## config.mk

```make
export PLATFORM = sky130hd
export DESIGN_NAME = swlm_mul
export DESIGN_NICKNAME = d
export VERILOG_FILES = /design/src/hdl/swlm_pkg.sv /design/src/hdl/swlm_mul.sv
export SDC_FILE = /design/constraint.sdc
export NUM_CORES = 2
export LEC_CHECK = 0
export BUFFER_PORTS_ARGS = -buffer_cell sky130_fd_sc_hd__buf_2
export CELL_PAD_IN_SITES_DETAIL_PLACEMENT = 1
export CELL_PAD_IN_SITES_GLOBAL_PLACEMENT = 1
export CORE_MARGIN = 5
export CORE_UTILIZATION = 25
export CTS_CLUSTER_DIAMETER = 40
export DETAILED_ROUTE_END_ITERATION = 8
export PLACE_DENSITY = 0.45
export SKIP_CTS_REPAIR_TIMING = 1
export SLEW_MARGIN = 20
export SYNTH_ARGS = -nofsm -noshare
export SYNTH_HDL_FRONTEND = slang
export SYNTH_SLANG_ARGS = --single-unit
```

## constraint.sdc

```tcl
create_clock -name clk -period 21.2 [get_ports clk]
set_input_delay 3.18 -clock clk [delete_from_list [all_inputs] [get_ports clk]]
set_output_delay 3.18 -clock clk [all_outputs]
set_load 0.02 [all_outputs]
```

## src/hdl/swlm_pkg.sv

```systemverilog
// Shared widths, types and register codes for the smoothed wet lowpass mixer.
`default_nettype none
package swlm_pkg;

    // Field and coefficient formats
    localparam int SAMPLE_BITS = 24;
    localparam int COEF_BITS   = 32;
    localparam int COEF_FRAC   = COEF_BITS - 3;
    localparam int STATE_FRAC  = 12;
    localparam int FB_FRAC     = 7;
    localparam int FB_BITS     = SAMPLE_BITS + FB_FRAC + 1;
    localparam int DIFF_BITS   = FB_BITS + 1;
    localparam int DELAY_BITS  = 48;
    localparam int Q16_BITS    = 17;
    localparam int INT_BITS    = 33;
    localparam int K_BITS      = 20;

    localparam logic [Q16_BITS-1:0] ONE_Q16  = Q16_BITS'(65536);
    localparam logic [K_BITS-1:0]   SMOOTH_K = K_BITS'(429497);

    // Rounding shift amounts
    localparam int SHIFT_BX     = COEF_FRAC - STATE_FRAC;
    localparam int SHIFT_FB     = COEF_FRAC + FB_FRAC - STATE_FRAC;
    localparam int SHIFT_Y      = STATE_FRAC - FB_FRAC;
    localparam int SHIFT_Q32    = 32;
    localparam int SHIFT_MIX    = 16 + FB_FRAC;

    // Shared multiplier operand width covers coefficients, mix difference
    // and the unsigned intensity terms
    localparam int MUL_BITS_0 = (COEF_BITS > DIFF_BITS) ? COEF_BITS : DIFF_BITS;
    localparam int MUL_BITS   = (MUL_BITS_0 > INT_BITS + 1) ? MUL_BITS_0 : INT_BITS + 1;
    localparam int PROD_BITS  = 2 * MUL_BITS;

    // Internal accumulator widths
    localparam int BX_BITS    = COEF_BITS + SAMPLE_BITS - SHIFT_BX + 2;
    localparam int T_BITS     = COEF_BITS + FB_BITS - SHIFT_FB + 1;
    localparam int ACC_BITS_0 = (BX_BITS > T_BITS) ? BX_BITS : T_BITS;
    localparam int ACC_BITS   = ((ACC_BITS_0 > DELAY_BITS) ? ACC_BITS_0 : DELAY_BITS) + 2;

    // Configuration port
    localparam int CFG_IDX_BITS  = 3;
    localparam int CFG_DATA_BITS = COEF_BITS;

    localparam logic [CFG_IDX_BITS-1:0] REG_ENABLE   = 3'd0;
    localparam logic [CFG_IDX_BITS-1:0] REG_HUMIDITY = 3'd1;
    localparam logic [CFG_IDX_BITS-1:0] REG_WET_MIX  = 3'd2;
    localparam logic [CFG_IDX_BITS-1:0] REG_COEF_B0  = 3'd3;
    localparam logic [CFG_IDX_BITS-1:0] REG_COEF_A1  = 3'd4;
    localparam logic [CFG_IDX_BITS-1:0] REG_COEF_A2  = 3'd5;

    typedef logic signed [SAMPLE_BITS-1:0] sample_t;
    typedef logic signed [COEF_BITS-1:0]   coef_t;
    typedef logic        [Q16_BITS-1:0]    q16_t;
    typedef logic signed [MUL_BITS-1:0]    mul_t;
    typedef logic signed [PROD_BITS-1:0]   prod_t;

    // Register file contents as seen by the datapath
    typedef struct packed {
        logic  enable;
        q16_t  humidity;
        q16_t  wet_mix;
        coef_t coef_b0;
        coef_t coef_a1;
        coef_t coef_a2;
    } cfg_t;

    // Request to the shared multiplier
    typedef struct packed {
        logic en;
        mul_t a;
        mul_t b;
    } mul_req_t;

endpackage
`default_nettype wire

```

## src/hdl/swlm_mul.sv

```systemverilog
// Shared signed multiplier with a registered product.
`default_nettype none
module swlm_mul
(
    input  wire logic               clk,
    input  wire swlm_pkg::mul_req_t req,
    output swlm_pkg::prod_t         prod
);

    swlm_pkg::prod_t prod_reg;

    assign prod = prod_reg;

    // Product holds until the next request
    always_ff @(posedge clk)
    begin
        if (req.en)
        begin
            prod_reg <= req.a * req.b;
        end
    end

endmodule
`default_nettype wire

```

==> metrics.cfg <==
[detailed_routing]
drc=0
via_total_after_detailed_routing=29100
post_drt_via_cell_ratio=4.25
drt_iter0_drc=1004
wl_per_cell_microns=21.0
drt_pre_antenna_iters=5
final_antenna_net_count=0
wl_microns=144000

[worst_hold_path]
min-delay-path-class=primary input to register
min_delay_path_depth=1
hold_path_end=prod[56]$_DFFE_PP_
hp-start=req[68]

[clock_tree]
maximum_buffer_depth_of_the_clock_tree=2
clk_transition_reported_paths_ns=0.06
clk_sinks=68
clock_tree.root_cell=sky130_fd_sc_hd__clkbuf_16
cts_tree=done
cts-buffers-inserted=9
cts_max_level=3

[yosys]
synth.cell_area_sq_um=43700
syn-mean-instance-area_sq_um=9.60
synth-edff-count=68
netlist-cell-type-count=69
synth_flop_type=sky130_fd_sc_hd__edfxtp_1
synthesis.nets=6069
syn_inst=4554
synth.yosys.warnings=0
synth-async-reset-ratio_pct=0
synth_seq_area_share_pct=4.67
yosys_register_bits=68

[die]
floorplan.initialDensity_pct=25.1
fp.dieW_microns=428
chipHeight_microns=428
std_cell_rows=153
placeableCoreArea_sq_um=174000
fp.dieArea_sq_um=183000
floorplan.io_pins=138

[finish]
multi_input_gate_area_in_the_final_layout_sq_um=36100
finalNetCount=6031
fill_cells=20100
layout_overhead_on_the_synthesized_area_pct=7.63
register_area_sq_um=2040
largest_register_ff_count=68
layout-drive-gt1-share_pct=5.02

[place]
gpl_wtd_cong=0.768
dpl.hpwl_microns=119000
buffers_added_on_ports=137

[timing]
setup_tns_after_final_layout_ns=0
worst_slew_margin_rel_pct=28.5
report.final.slew_viol_count=0
clock.fmax_mhz=89.9
layout_min_cycle_time_ns=11.12
hold_viol=0
setup_viol=0
grt_setup_unrepaired=false
worstMarginPinSlew_ns=1.07
final_min_period_over_clock_period_pct=52.5

[worst_setup_path]
worst-endpoint-arrival_ns=11.25
timing.critical_path.fanout_max=12
worst_setup_path_start_kind=primary input
path_class=primary input to register
critical_path_required_ns=21.33
critical_path.endpoint_type=register

[global_route]
grt_start_max_net_pins=47
grt.total_usage_pct=16.0
first_global_vias=34200
initial_antenna_violation_count=16
grt_remaining_overflow=0
first_pass_grt_wire_length_microns=220000

[run_status]
result_of_the_run=complete, no violations

[run]
max_cap_violations=0

-- how the worst max path moves through the flow --
stage                  from                 end  slack, ns  depth (start not counted)
floorplan           req[67]  prod[65]$_DFFE_PP_      10.40                         24
global placement     req[7]  prod[66]$_DFFE_PP_       9.45                         24
detailed placement  req[33]  prod[67]$_DFFE_PP_       9.60                         24
CTS                 req[33]  prod[67]$_DFFE_PP_       10.0                         24
global route        req[67]  prod[67]$_DFFE_PP_       9.66                         23
finish              req[33]  prod[67]$_DFFE_PP_      10.08                         24
-- worst max-delay path, stage by stage --
cell	delay [ns]
sky130_fd_sc_hd__buf_2	0.35
sky130_fd_sc_hd__clkinv_1	0.63
sky130_fd_sc_hd__nor2_1	0.30
sky130_fd_sc_hd__fa_1	0.47
sky130_fd_sc_hd__fa_1	0.47
sky130_fd_sc_hd__fa_1	0.55
sky130_fd_sc_hd__fa_1	0.47
sky130_fd_sc_hd__fa_1	0.58
sky130_fd_sc_hd__fa_1	0.46
sky130_fd_sc_hd__fa_1	0.49
sky130_fd_sc_hd__inv_1	0.05
sky130_fd_sc_hd__fa_1	0.52
sky130_fd_sc_hd__inv_1	0.06
sky130_fd_sc_hd__ha_1	0.42
sky130_fd_sc_hd__a21oi_1	0.11
sky130_fd_sc_hd__o21ai_1	0.27
sky130_fd_sc_hd__or2_2	0.21
sky130_fd_sc_hd__nor2b_1	0.12
sky130_fd_sc_hd__or4_1	0.57
sky130_fd_sc_hd__o21ai_4	0.29
sky130_fd_sc_hd__a31oi_2	0.22
sky130_fd_sc_hd__o21ai_0	0.20
sky130_fd_sc_hd__a21oi_1	0.11
sky130_fd_sc_hd__xnor2_1	0.13
-- cell usage in the layout, fill, tap and decap left out, types with 6 or more instances in the layout --
cell / n
sky130_fd_sc_hd__a31oi_1: 7
sky130_fd_sc_hd__nor2_1: 54
sky130_fd_sc_hd__xnor2_1: 56
sky130_fd_sc_hd__nor2b_1: 9
sky130_fd_sc_hd__buf_4: 43
sky130_fd_sc_hd__nand3_1: 11
sky130_fd_sc_hd__nand4_1: 11
sky130_fd_sc_hd__o21ai_1: 7
sky130_fd_sc_hd__clkbuf_16: 9
sky130_fd_sc_hd__nand2_1: 542
sky130_fd_sc_hd__xor2_1: 23
sky130_fd_sc_hd__edfxtp_1: 68
sky130_fd_sc_hd__o21bai_1: 12
sky130_fd_sc_hd__a21o_1: 37
sky130_fd_sc_hd__ha_1: 204
sky130_fd_sc_hd__inv_1: 1231
sky130_fd_sc_hd__a21oi_1: 61
sky130_fd_sc_hd__buf_2: 136
sky130_fd_sc_hd__fa_1: 1240
sky130_fd_sc_hd__and2_1: 621
sky130_fd_sc_hd__o21ai_0: 31
sky130_fd_sc_hd__a211oi_1: 6
sky130_fd_sc_hd__nand2b_1: 20
-- layer usage --
layer | global-route usage [%] | vias up | share of wire [%]
met2 | 31.3 | 271 | 57
met5 | 0 | - | 0.019
met4 | 2.97 | 4 | 2.1
met3 | 1.13 | 102 | 1.5
met1 | 19.1 | 16000 | 40
li1 | - | 12800 | -
-- cell usage after synthesis (all sizes together) (6+ instances only) --
cell,count,share of area [%]
o21ai,41,0.51
a21oi,63,0.74
a21o,37,0.64
nand3,11,0.13
a31oi,10,0.21
nand2,542,4.7
inv,1231,11
clkbuf,217,1.9
nand2b,20,0.29
a211oi,7,0.13
edfxtp,68,4.7
and2,623,8.9
and3,8,0.12
fa,1241,57
o21bai,12,0.21
xnor2,56,1.1
buf,9,0.13
nor2,56,0.49
xor2,23,0.46
ha,204,5.8
nand4,11,0.16
nor2b,9,0.13
o41ai,6,0.17
-- through the flow --
stage	std cells	cell area [sq um]	setup slack (ns)	hold slack, ns	util (%)
global placement	6830	46700	9.45	3.63	26.9
CTS	6845	47000	10.0	3.20	27.1
global route	6845	47000	9.66	3.21	27.1
floorplan	4554	43700	10.40	3.29	-
detailed placement	6830	46700	9.60	3.62	26.9
finish	6847	47000	10.08	3.22	27.1
-- logic make-up after synthesis --
logic type | share of synthesized area [%]
XOR/XNOR | 1.58
AND/OR/NAND/NOR | 15.1
AO/OA/AOI/OAI | 3.29
adder cells (fa/ha/maj) | 62.7
buffers and inverters | 12.6
flip-flops | 4.67
-- area by class of cell --
type                            count  area share, %
Multi-Input combinational cell   3026           76.8
Inverter                         1232           9.83
Tap cell                         2325           6.18
Sequential cell                    68           4.34
Timing Repair Buffer              179           2.13
Clock buffer                        9          0.479
Clock inverter                      6          0.191
Antenna cell                        2         0.0106
Power is not shown: default switching activity piles up to over one toggle a cycle in this logic, so the estimate is an artifact.
