[src/hdl/swlm_pkg.sv]
// Shared widths, types and register codes for the smoothed wet lowpass mixer.
`default_nettype none
package swlm_pkg;

    // Field and coefficient formats
    localparam int SAMPLE_BITS = 24;
    localparam int COEF_BITS   = 32;
    localparam int COEF_FRAC   = COEF_BITS - 3;
    localparam int STATE_FRAC  = 12;
    localparam int FB_FRAC     = 7;
    localparam int FB_BITS     = SAMPLE_BITS + FB_FRAC + 1;
    localparam int DIFF_BITS   = FB_BITS + 1;
    localparam int DELAY_BITS  = 48;
    localparam int Q16_BITS    = 17;
    localparam int INT_BITS    = 33;
    localparam int K_BITS      = 20;

    localparam logic [Q16_BITS-1:0] ONE_Q16  = Q16_BITS'(65536);
    localparam logic [K_BITS-1:0]   SMOOTH_K = K_BITS'(429497);

    // Rounding shift amounts
    localparam int SHIFT_BX     = COEF_FRAC - STATE_FRAC;
    localparam int SHIFT_FB     = COEF_FRAC + FB_FRAC - STATE_FRAC;
    localparam int SHIFT_Y      = STATE_FRAC - FB_FRAC;
    localparam int SHIFT_Q32    = 32;
    localparam int SHIFT_MIX    = 16 + FB_FRAC;

    // Shared multiplier operand width covers coefficients, mix difference
    // and the unsigned intensity terms
    localparam int MUL_BITS_0 = (COEF_BITS > DIFF_BITS) ? COEF_BITS : DIFF_BITS;
    localparam int MUL_BITS   = (MUL_BITS_0 > INT_BITS + 1) ? MUL_BITS_0 : INT_BITS + 1;
    localparam int PROD_BITS  = 2 * MUL_BITS;

    // Internal accumulator widths
    localparam int BX_BITS    = COEF_BITS + SAMPLE_BITS - SHIFT_BX + 2;
    localparam int T_BITS     = COEF_BITS + FB_BITS - SHIFT_FB + 1;
    localparam int ACC_BITS_0 = (BX_BITS > T_BITS) ? BX_BITS : T_BITS;
    localparam int ACC_BITS   = ((ACC_BITS_0 > DELAY_BITS) ? ACC_BITS_0 : DELAY_BITS) + 2;

    // Configuration port
    localparam int CFG_IDX_BITS  = 3;
    localparam int CFG_DATA_BITS = COEF_BITS;

    localparam logic [CFG_IDX_BITS-1:0] REG_ENABLE   = 3'd0;
    localparam logic [CFG_IDX_BITS-1:0] REG_HUMIDITY = 3'd1;
    localparam logic [CFG_IDX_BITS-1:0] REG_WET_MIX  = 3'd2;
    localparam logic [CFG_IDX_BITS-1:0] REG_COEF_B0  = 3'd3;
    localparam logic [CFG_IDX_BITS-1:0] REG_COEF_A1  = 3'd4;
    localparam logic [CFG_IDX_BITS-1:0] REG_COEF_A2  = 3'd5;

    typedef logic signed [SAMPLE_BITS-1:0] sample_t;
    typedef logic signed [COEF_BITS-1:0]   coef_t;
    typedef logic        [Q16_BITS-1:0]    q16_t;
    typedef logic signed [MUL_BITS-1:0]    mul_t;
    typedef logic signed [PROD_BITS-1:0]   prod_t;

    // Register file contents as seen by the datapath
    typedef struct packed {
        logic  enable;
        q16_t  humidity;
        q16_t  wet_mix;
        coef_t coef_b0;
        coef_t coef_a1;
        coef_t coef_a2;
    } cfg_t;

    // Request to the shared multiplier
    typedef struct packed {
        logic en;
        mul_t a;
        mul_t b;
    } mul_req_t;

endpackage
`default_nettype wire

[src/hdl/swlm_ifs.sv]
// Stream and configuration channel interfaces of the mixer.
`default_nettype none

// Input sample channel
interface swlm_in_if;
    logic                 valid;
    logic                 ready;
    swlm_pkg::sample_t    sample_in;

    modport source (output valid, output sample_in, input ready);
    modport sink   (input valid, input sample_in, output ready);
endinterface

// Output sample channel
interface swlm_out_if;
    logic                 valid;
    logic                 ready;
    swlm_pkg::sample_t    sample_out;

    modport source (output valid, output sample_out, input ready);
    modport sink   (input valid, input sample_out, output ready);
endinterface


`default_nettype wire

[src/hdl/swlm_core.sv]
// Sequencer and datapath: lowpass, intensity smoothing and dry/wet mix.
`default_nettype none
module swlm_core
(
    input  wire logic               clk,
    input  wire logic               rst_n,
    swlm_in_if.sink                 in_ch,
    swlm_out_if.source              out_ch,
    input  wire swlm_pkg::cfg_t     cfg,
    output swlm_pkg::mul_req_t      mul_req,
    input  wire swlm_pkg::prod_t    prod
);

    typedef logic signed [swlm_pkg::ACC_BITS-1:0]   acc_t;
    typedef logic signed [swlm_pkg::BX_BITS-1:0]    bx_t;
    typedef logic signed [swlm_pkg::FB_BITS-1:0]    fb_t;
    typedef logic signed [swlm_pkg::DIFF_BITS-1:0]  diff_t;
    typedef logic signed [swlm_pkg::DELAY_BITS-1:0] delay_t;
    typedef logic        [swlm_pkg::INT_BITS-1:0]   int_t;

    // Sequencer states
    localparam logic [3:0] ST_IDLE = 4'd0;
    localparam logic [3:0] ST_SMK  = 4'd1;
    localparam logic [3:0] ST_BX   = 4'd2;
    localparam logic [3:0] ST_BXD  = 4'd3;
    localparam logic [3:0] ST_YF   = 4'd4;
    localparam logic [3:0] ST_A1   = 4'd5;
    localparam logic [3:0] ST_A2   = 4'd6;
    localparam logic [3:0] ST_DLY  = 4'd7;
    localparam logic [3:0] ST_OUT  = 4'd8;

    // Round half up, then shift right
    function automatic swlm_pkg::prod_t rnd_prod(input swlm_pkg::prod_t v, input int unsigned n);
        return (v + (swlm_pkg::prod_t'(1) <<< (n - 1))) >>> n;
    endfunction

    function automatic acc_t rnd_acc(input acc_t v, input int unsigned n);
        return (v + (acc_t'(1) <<< (n - 1))) >>> n;
    endfunction

    // Clamp to a signed range of the given width
    function automatic acc_t sat_acc(input acc_t v, input int unsigned bits);
        acc_t hi;
        acc_t lo;
        hi = (acc_t'(1) <<< (bits - 1)) - acc_t'(1);
        lo = ~hi;
        if (v > hi)
            return hi;
        else if (v < lo)
            return lo;
        return v;
    endfunction

    logic [3:0]          state_reg;
    logic [3:0]          state_next;
    logic                out_valid_reg;
    swlm_pkg::sample_t   out_data_reg;

    // Filter and smoothing state
    delay_t              d1_reg;
    delay_t              d2_reg;
    int_t                s_reg;

    // Per-word working registers
    swlm_pkg::sample_t   x_reg;
    int_t                sdiff_reg;
    logic                sge_reg;
    bx_t                 bx_reg;
    bx_t                 b2x_reg;
    swlm_pkg::q16_t      w_reg;
    fb_t                 yf_reg;
    diff_t               diff_reg;
    acc_t                t_reg;

    logic                bypass;
    logic                in_take;
    logic                out_free;
    swlm_pkg::q16_t      hum_cl;
    swlm_pkg::q16_t      wm_cl;
    int_t                target;
    logic                tgt_ge;
    swlm_pkg::prod_t     rs_bx;
    swlm_pkg::prod_t     rs_b2x;
    swlm_pkg::prod_t     rs_q32;
    swlm_pkg::prod_t     rs_fb;
    swlm_pkg::prod_t     rs_mix;
    int_t                step;
    int_t                s_new;
    acc_t                y_sum;
    acc_t                y_rnd;
    acc_t                yf_sat;
    acc_t                fb_term;
    acc_t                d1_sat;
    acc_t                d2_sat;
    acc_t                mix_term;
    acc_t                mix_sat;

    // Handshake
    assign out_free         = !out_valid_reg || out_ch.ready;
    assign in_ch.ready      = (state_reg == ST_IDLE) && out_free;
    assign in_take          = in_ch.valid && in_ch.ready;
    assign out_ch.valid     = out_valid_reg;
    assign out_ch.sample_out = out_data_reg;

    // Settings above one saturate
    assign bypass = !cfg.enable || (cfg.humidity == '0);
    assign hum_cl = (cfg.humidity > swlm_pkg::ONE_Q16) ? swlm_pkg::ONE_Q16 : cfg.humidity;
    assign wm_cl  = (cfg.wet_mix > swlm_pkg::ONE_Q16) ? swlm_pkg::ONE_Q16 : cfg.wet_mix;
    assign target = {hum_cl, 16'b0};
    assign tgt_ge = target >= s_reg;

    // Rounded views of the product
    assign rs_bx  = rnd_prod(prod, swlm_pkg::SHIFT_BX);
    assign rs_b2x = rnd_prod(prod, swlm_pkg::SHIFT_BX - 1);
    assign rs_q32 = rnd_prod(prod, swlm_pkg::SHIFT_Q32);
    assign rs_fb  = rnd_prod(prod, swlm_pkg::SHIFT_FB);
    assign rs_mix = rnd_prod(prod, swlm_pkg::SHIFT_MIX);

    // Intensity step toward the target
    assign step  = rs_q32[swlm_pkg::INT_BITS-1:0];
    assign s_new = sge_reg ? (s_reg + step) : (s_reg - step);

    // Feedback value
    assign y_sum  = acc_t'(bx_reg) + acc_t'(d1_reg);
    assign y_rnd  = rnd_acc(y_sum, swlm_pkg::SHIFT_Y);
    assign yf_sat = sat_acc(y_rnd, swlm_pkg::FB_BITS);

    // Delay updates
    assign fb_term = rs_fb[swlm_pkg::ACC_BITS-1:0];
    assign d2_sat  = sat_acc(acc_t'(bx_reg) - fb_term, swlm_pkg::DELAY_BITS);
    assign d1_sat  = sat_acc(t_reg + acc_t'(d2_reg), swlm_pkg::DELAY_BITS);

    // Final mix
    assign mix_term = rs_mix[swlm_pkg::ACC_BITS-1:0];
    assign mix_sat  = sat_acc(acc_t'(x_reg) + mix_term, swlm_pkg::SAMPLE_BITS);

    // Next state and multiplier operand select
    always_comb
    begin
        state_next = state_reg;
        mul_req.en = 1'b0;
        mul_req.a  = '0;
        mul_req.b  = '0;
        case (state_reg)
            ST_IDLE:
            begin
                if (in_take && !bypass)
                    state_next = ST_SMK;
            end
            ST_SMK:
            begin
                mul_req.en = 1'b1;
                mul_req.a  = swlm_pkg::mul_t'(sdiff_reg);
                mul_req.b  = swlm_pkg::mul_t'(swlm_pkg::SMOOTH_K);
                state_next = ST_BX;
            end
            ST_BX:
            begin
                mul_req.en = 1'b1;
                mul_req.a  = swlm_pkg::mul_t'(cfg.coef_b0);
                mul_req.b  = swlm_pkg::mul_t'(x_reg);
                state_next = ST_BXD;
            end
            ST_BXD:
            begin
                mul_req.en = 1'b1;
                mul_req.a  = swlm_pkg::mul_t'(s_reg);
                mul_req.b  = swlm_pkg::mul_t'(wm_cl);
                state_next = ST_YF;
            end
            ST_YF:
            begin
                state_next = ST_A1;
            end
            ST_A1:
            begin
                mul_req.en = 1'b1;
                mul_req.a  = swlm_pkg::mul_t'(cfg.coef_a1);
                mul_req.b  = swlm_pkg::mul_t'(yf_reg);
                state_next = ST_A2;
            end
            ST_A2:
            begin
                mul_req.en = 1'b1;
                mul_req.a  = swlm_pkg::mul_t'(cfg.coef_a2);
                mul_req.b  = swlm_pkg::mul_t'(yf_reg);
                state_next = ST_DLY;
            end
            ST_DLY:
            begin
                mul_req.en = 1'b1;
                mul_req.a  = swlm_pkg::mul_t'(w_reg);
                mul_req.b  = swlm_pkg::mul_t'(diff_reg);
                state_next = ST_OUT;
            end
            ST_OUT:
            begin
                if (out_free)
                    state_next = ST_IDLE;
            end
            default:
            begin
                state_next = ST_IDLE;
            end
        endcase
    end

    // Control and state registers
    always_ff @(posedge clk or negedge rst_n)
    begin
        if (!rst_n)
        begin
            state_reg     <= ST_IDLE;
            out_valid_reg <= 1'b0;
            d1_reg        <= '0;
            d2_reg        <= '0;
            s_reg         <= '0;
        end
        else
        begin
            state_reg <= state_next;
            // a new word wins over the one leaving in the same cycle
            if ((in_take && bypass) || (state_reg == ST_OUT && out_free))
                out_valid_reg <= 1'b1;
            else if (out_ch.ready)
                out_valid_reg <= 1'b0;
            if (state_reg == ST_BX)
                s_reg <= s_new;
            if (state_reg == ST_DLY)
            begin
                d1_reg <= d1_sat[swlm_pkg::DELAY_BITS-1:0];
                d2_reg <= d2_sat[swlm_pkg::DELAY_BITS-1:0];
            end
        end
    end

    // Working registers
    always_ff @(posedge clk)
    begin
        case (state_reg)
            ST_IDLE:
            begin
                if (in_take)
                begin
                    x_reg     <= in_ch.sample_in;
                    sge_reg   <= tgt_ge;
                    sdiff_reg <= tgt_ge ? (target - s_reg) : (s_reg - target);
                    if (bypass)
                        out_data_reg <= in_ch.sample_in;
                end
            end
            ST_BXD:
            begin
                bx_reg  <= rs_bx[swlm_pkg::BX_BITS-1:0];
                b2x_reg <= rs_b2x[swlm_pkg::BX_BITS-1:0];
            end
            ST_YF:
            begin
                w_reg  <= rs_q32[swlm_pkg::Q16_BITS-1:0];
                yf_reg <= yf_sat[swlm_pkg::FB_BITS-1:0];
            end
            ST_A1:
            begin
                diff_reg <= diff_t'(yf_reg) - (diff_t'(x_reg) <<< swlm_pkg::FB_FRAC);
            end
            ST_A2:
            begin
                t_reg <= acc_t'(b2x_reg) - fb_term;
            end
            ST_OUT:
            begin
                if (out_free)
                    out_data_reg <= mix_sat[swlm_pkg::SAMPLE_BITS-1:0];
            end
            default:
            begin
                x_reg <= x_reg;
            end
        endcase
    end

endmodule
`default_nettype wire

[src/flat_wrapper.sv]
// flat-port wrapper written by rule: the top's interface ports become plain ports
module swlm_core_flat 
  (clk, rst_n, cfg, mul_req, prod, in_ch_valid, in_ch_sample_in, in_ch_ready, out_ch_valid, out_ch_sample_out, out_ch_ready);
  swlm_in_if in_ch_i ();
  swlm_out_if out_ch_i ();
  input  wire logic clk;
  input  wire logic rst_n;
  input  wire swlm_pkg::cfg_t cfg;
  output swlm_pkg::mul_req_t mul_req;
  input  wire swlm_pkg::prod_t prod;
  input wire logic [$bits(in_ch_i.valid)-1:0] in_ch_valid;
  input wire logic [$bits(in_ch_i.sample_in)-1:0] in_ch_sample_in;
  output wire logic [$bits(in_ch_i.ready)-1:0] in_ch_ready;
  output wire logic [$bits(out_ch_i.valid)-1:0] out_ch_valid;
  output wire logic [$bits(out_ch_i.sample_out)-1:0] out_ch_sample_out;
  input wire logic [$bits(out_ch_i.ready)-1:0] out_ch_ready;
  assign in_ch_i.valid = in_ch_valid;
  assign in_ch_i.sample_in = in_ch_sample_in;
  assign in_ch_ready = in_ch_i.ready;
  assign out_ch_valid = out_ch_i.valid;
  assign out_ch_sample_out = out_ch_i.sample_out;
  assign out_ch_i.ready = out_ch_ready;
  swlm_core u_core (.clk(clk), .rst_n(rst_n), .in_ch(in_ch_i), .out_ch(out_ch_i), .cfg(cfg), .mul_req(mul_req), .prod(prod));
endmodule
[config.mk]
export PLATFORM = sky130hd
export DESIGN_NAME = swlm_core_flat
export DESIGN_NICKNAME = d
export VERILOG_FILES = /design/src/hdl/swlm_pkg.sv /design/src/hdl/swlm_ifs.sv /design/src/hdl/swlm_core.sv /design/src/flat_wrapper.sv
export SDC_FILE = /design/constraint.sdc
export NUM_CORES = 2
export LEC_CHECK = 0
export BUFFER_PORTS_ARGS = -buffer_cell sky130_fd_sc_hd__buf_2
export CORE_ASPECT_RATIO = 1.4
export CORE_MARGIN = 8
export CORE_UTILIZATION = 62
export CTS_CLUSTER_DIAMETER = 120
export CTS_CLUSTER_SIZE = 24
export DETAILED_ROUTE_END_ITERATION = 6
export PLACE_DENSITY = 0.9
export SLEW_MARGIN = 20
export SYNTH_ARGS = -nofsm -noshare
export SYNTH_HDL_FRONTEND = slang
export SYNTH_SLANG_ARGS = --single-unit
[constraint.sdc]
create_clock -name clk -period 6.2 [get_ports clk]
set_clock_uncertainty 0.1 [all_clocks]
set_input_delay 1.24 -clock clk [delete_from_list [all_inputs] [get_ports clk]]
set_output_delay 1.24 -clock clk [all_outputs]
set_load 0.05 [all_outputs]
==> results.cfg <==
[route]
first_iter_violations = 3769
vias = 35700
ant_nets = 0
via_per_inst = 6.45
drc_errors = 2
wl_mm = 129
wl_per_cell_um = 23.2
first_pass_iters = 7

[sta]
period_needed_ns = 5.95
setup_violations = 0
timing.fmax_ghz = 0.168
slew_headroom = 0.231
fin_setup_tns_ns = 0
whs_ns = 0.386
hold_viol_final = 0
max_slew.worst_pin.slew_ns = 1.15
fin_crit_sh = 0.959
drv_slew = 0

[power]
ir_drop_mv = 0.538
power_leakage_nw = 18.6
finalPower_w = 0.0218
p_per_area_nw_per_um2 = 510

[worst_setup_path]
critPathMaxStageDelay_ns = 0.82
path_delay_family = compound AO/OA/AOI/OAI gates
cp.arrival_ns = 6.18
cp_max_fo = 12
worst_setup_path_start_kind = flip-flop
cp_slowest_cell = a211oi_1
cp_data_required_time_ns = 6.43
criticalPathCategory = flip-flop to flip-flop
crit_top_cell = or3_1
path_buf_inv = 0
end_kind = flip-flop
cp_cell_sequence = ha_1 > ha_1 > nand3_2 > or4_4 > or3_1 > a211oi_1 > or3_1 > or3_1 > a31oi_1 > xnor2_1 > nand4b_1 > o41a_2 > o31ai_1

[logic_synthesis]
yosysSeqAreaShare = 0.325
avgSynthCellArea_sq_um = 8.84
synth-edff-count = 291
synthCells = 4194
async_flop_share = 0.312
yosysUniqueCellTypes = 96
syn_nets = 4800
syn_area_sq_um = 37100
yosys_warnings = 0
synth_ff_type = edfxtp_1
synth.ff_latch_count = 423

[grt]
track_usage = 0.363
grt_pass1_vias = 35700
grt_pass1_wl_mm = 195
overflow = 0
grt_max_degree = 83
antenna_found_initial = 21

[cts]
cts.path.max_buffers = 3
cts_hold_buf = 0
cts_tree = done
clk_pin_slew_ns = 0.10
htreeDepth = 1
cts_buffers = 21
clock_latency_ns = 0.59
clkSinkCount = 423
root_buffer = clkbuf_16

[status]
violations = DRC
status = finished, violations left

[floorplan]
pin_count = 322
initial_core_util = 0.624
fp.dieH_um = 305
die_w_um = 223
rows = 106
fp.dieArea_sq_um = 68000
coreArea_sq_um = 59400

[finish]
syn_to_final_growth_pct = 15.1
stdcell_count = 5536
final_common_cell = buf_4
final_cell_mix = 398 x buf_4, 391 x nand2_1, 372 x ha_1
largest_reg_flops = 48
drive_above_1_share = 0.182
final_nets = 5355

[place]
place.gp.congestion = 1.03
numPortBuffers = 306
place_hpwl_mm = 102
place_inst = 5480

[job]
max_cap_violations = 0

[hold_path]
hp-class = flip-flop to flip-flop
[per-layer routing]
layer,wire length (um),track usage
met1,43700,0.392
met2,60900,0.624
met3,11700,0.0640
met4,12200,0.284
met5,40,0
[logic make-up (layout without fill, tap and decap cells)]
| group | Yosys count | in the layout | share of synthesized area |
|---|---|---|---|
| xor+xnor | 482 | 482 | 0.114 |
| other cells | 0 | 17 | 0 |
| compound gates | 1221 | 1221 | 0.218 |
| buf+inv | 358 | 927 | 0.0390 |
| mux | 15 | 15 | 0.00425 |
| fa+ha+maj | 379 | 379 | 0.129 |
| flops | 423 | 423 | 0.325 |
| simple gates | 1316 | 1316 | 0.170 |
[through the flow]
| stage | area, sq um | setup slack, ns | utilization |
|---|---|---|---|
| detailed placement | 41900 | -0.348 | 0.706 |
| finish | 42700 | 0.254 | 0.718 |
| global route | 42600 | -0.104 | 0.718 |
| global placement | 41900 | -0.288 | 0.706 |
| CTS | 42500 | 0.219 | 0.716 |
| floorplan | 37100 | 0.0147 | - |
[layout make-up]
cell class | instances | area [sq um]
repair buffers | 707 | 4590
inverters | 183 | 689
multi-input cells | 3413 | 23800
fillers | 4418 | 16700
clock inverters | 3 | 22.5
diodes | 17 | 42.5
well taps | 756 | 946
clock buffers | 34 | 574
flip-flops and latches | 423 | 12000
[Yosys cell counts (11+ instances only)]
cell       count  area, sq um
nor3_1        86          430
a211oi_1      29          218
a31oi_1       43          269
nand4_1       71          444
nand3b_1      11         82.6
nand3_1      130          651
o21a_1        49          368
xor2_1       178         1560
a21o_1       135         1010
edfxtp_1     291         8740
nor2_1       331         1240
o211ai_1      28          210
dfrtp_1      132         3300
nor3b_1       12         90.1
inv_1        183          687
and2_1        33          206
buf_2         24          120
a22oi_1       83          623
a21boi_0      12         90.1
or2_2         26          163
nor4_1        26          163
a21oi_1      340         1700
o21ai_0      230         1150
or3_1         32          200
a221o_1       26          260
nor2b_1       41          257
clkbuf_1     129          484
a222oi_1      12          120
o2111ai_1     11         96.3
and4_1        12          105
o21bai_1      47          353
nand2_1      391         1470
o21ai_2       30          263
and3_1        36          225
nand2b_1      46          288
o31ai_1       18          135
xnor2_1      303         2650
buf_4         11         82.6
a2111oi_0     11         96.3
ha_1         372         4650
[final timing paths]
kind	startpoint	endpoint	slack, ns	depth (start not counted)
setup / recovery	u_core.bx_reg[40]	u_core.yf_reg[2]	0.25	13
hold / removal	u_core.yf_reg[2]	u_core.diff_reg[2]	0.39	0
setup reg to reg	u_core.bx_reg[40]	u_core.yf_reg[2]	0.25	13
hold reg to reg	u_core.yf_reg[2]	u_core.diff_reg[2]	0.39	0
max in group asynchronous	rst_n	u_core.d2_reg[23]	4.12	2
min in group asynchronous	rst_n	u_core.out_ch.valid	0.63	1
[power by group]
part / switching, W / leakage [nW] / internal, W
Combinational: 0.00940 / 14.1 / 0.00565
Sequential: 0.000786 / 4.20 / 0.00431
Clock: 0.000974 / 0.287 / 0.000649
Total: 0.0112 / 18.6 / 0.0106
[what timing repair did]
action | 4_1_cts | 5_1_grt
endpoints found under the hold margin | 0 | 0
setup endpoints to repair | 0 | 29
gates resized for setup | 0 | 18
buffers inserted | 0 | 2
Power figures use the tool's default switching activity.
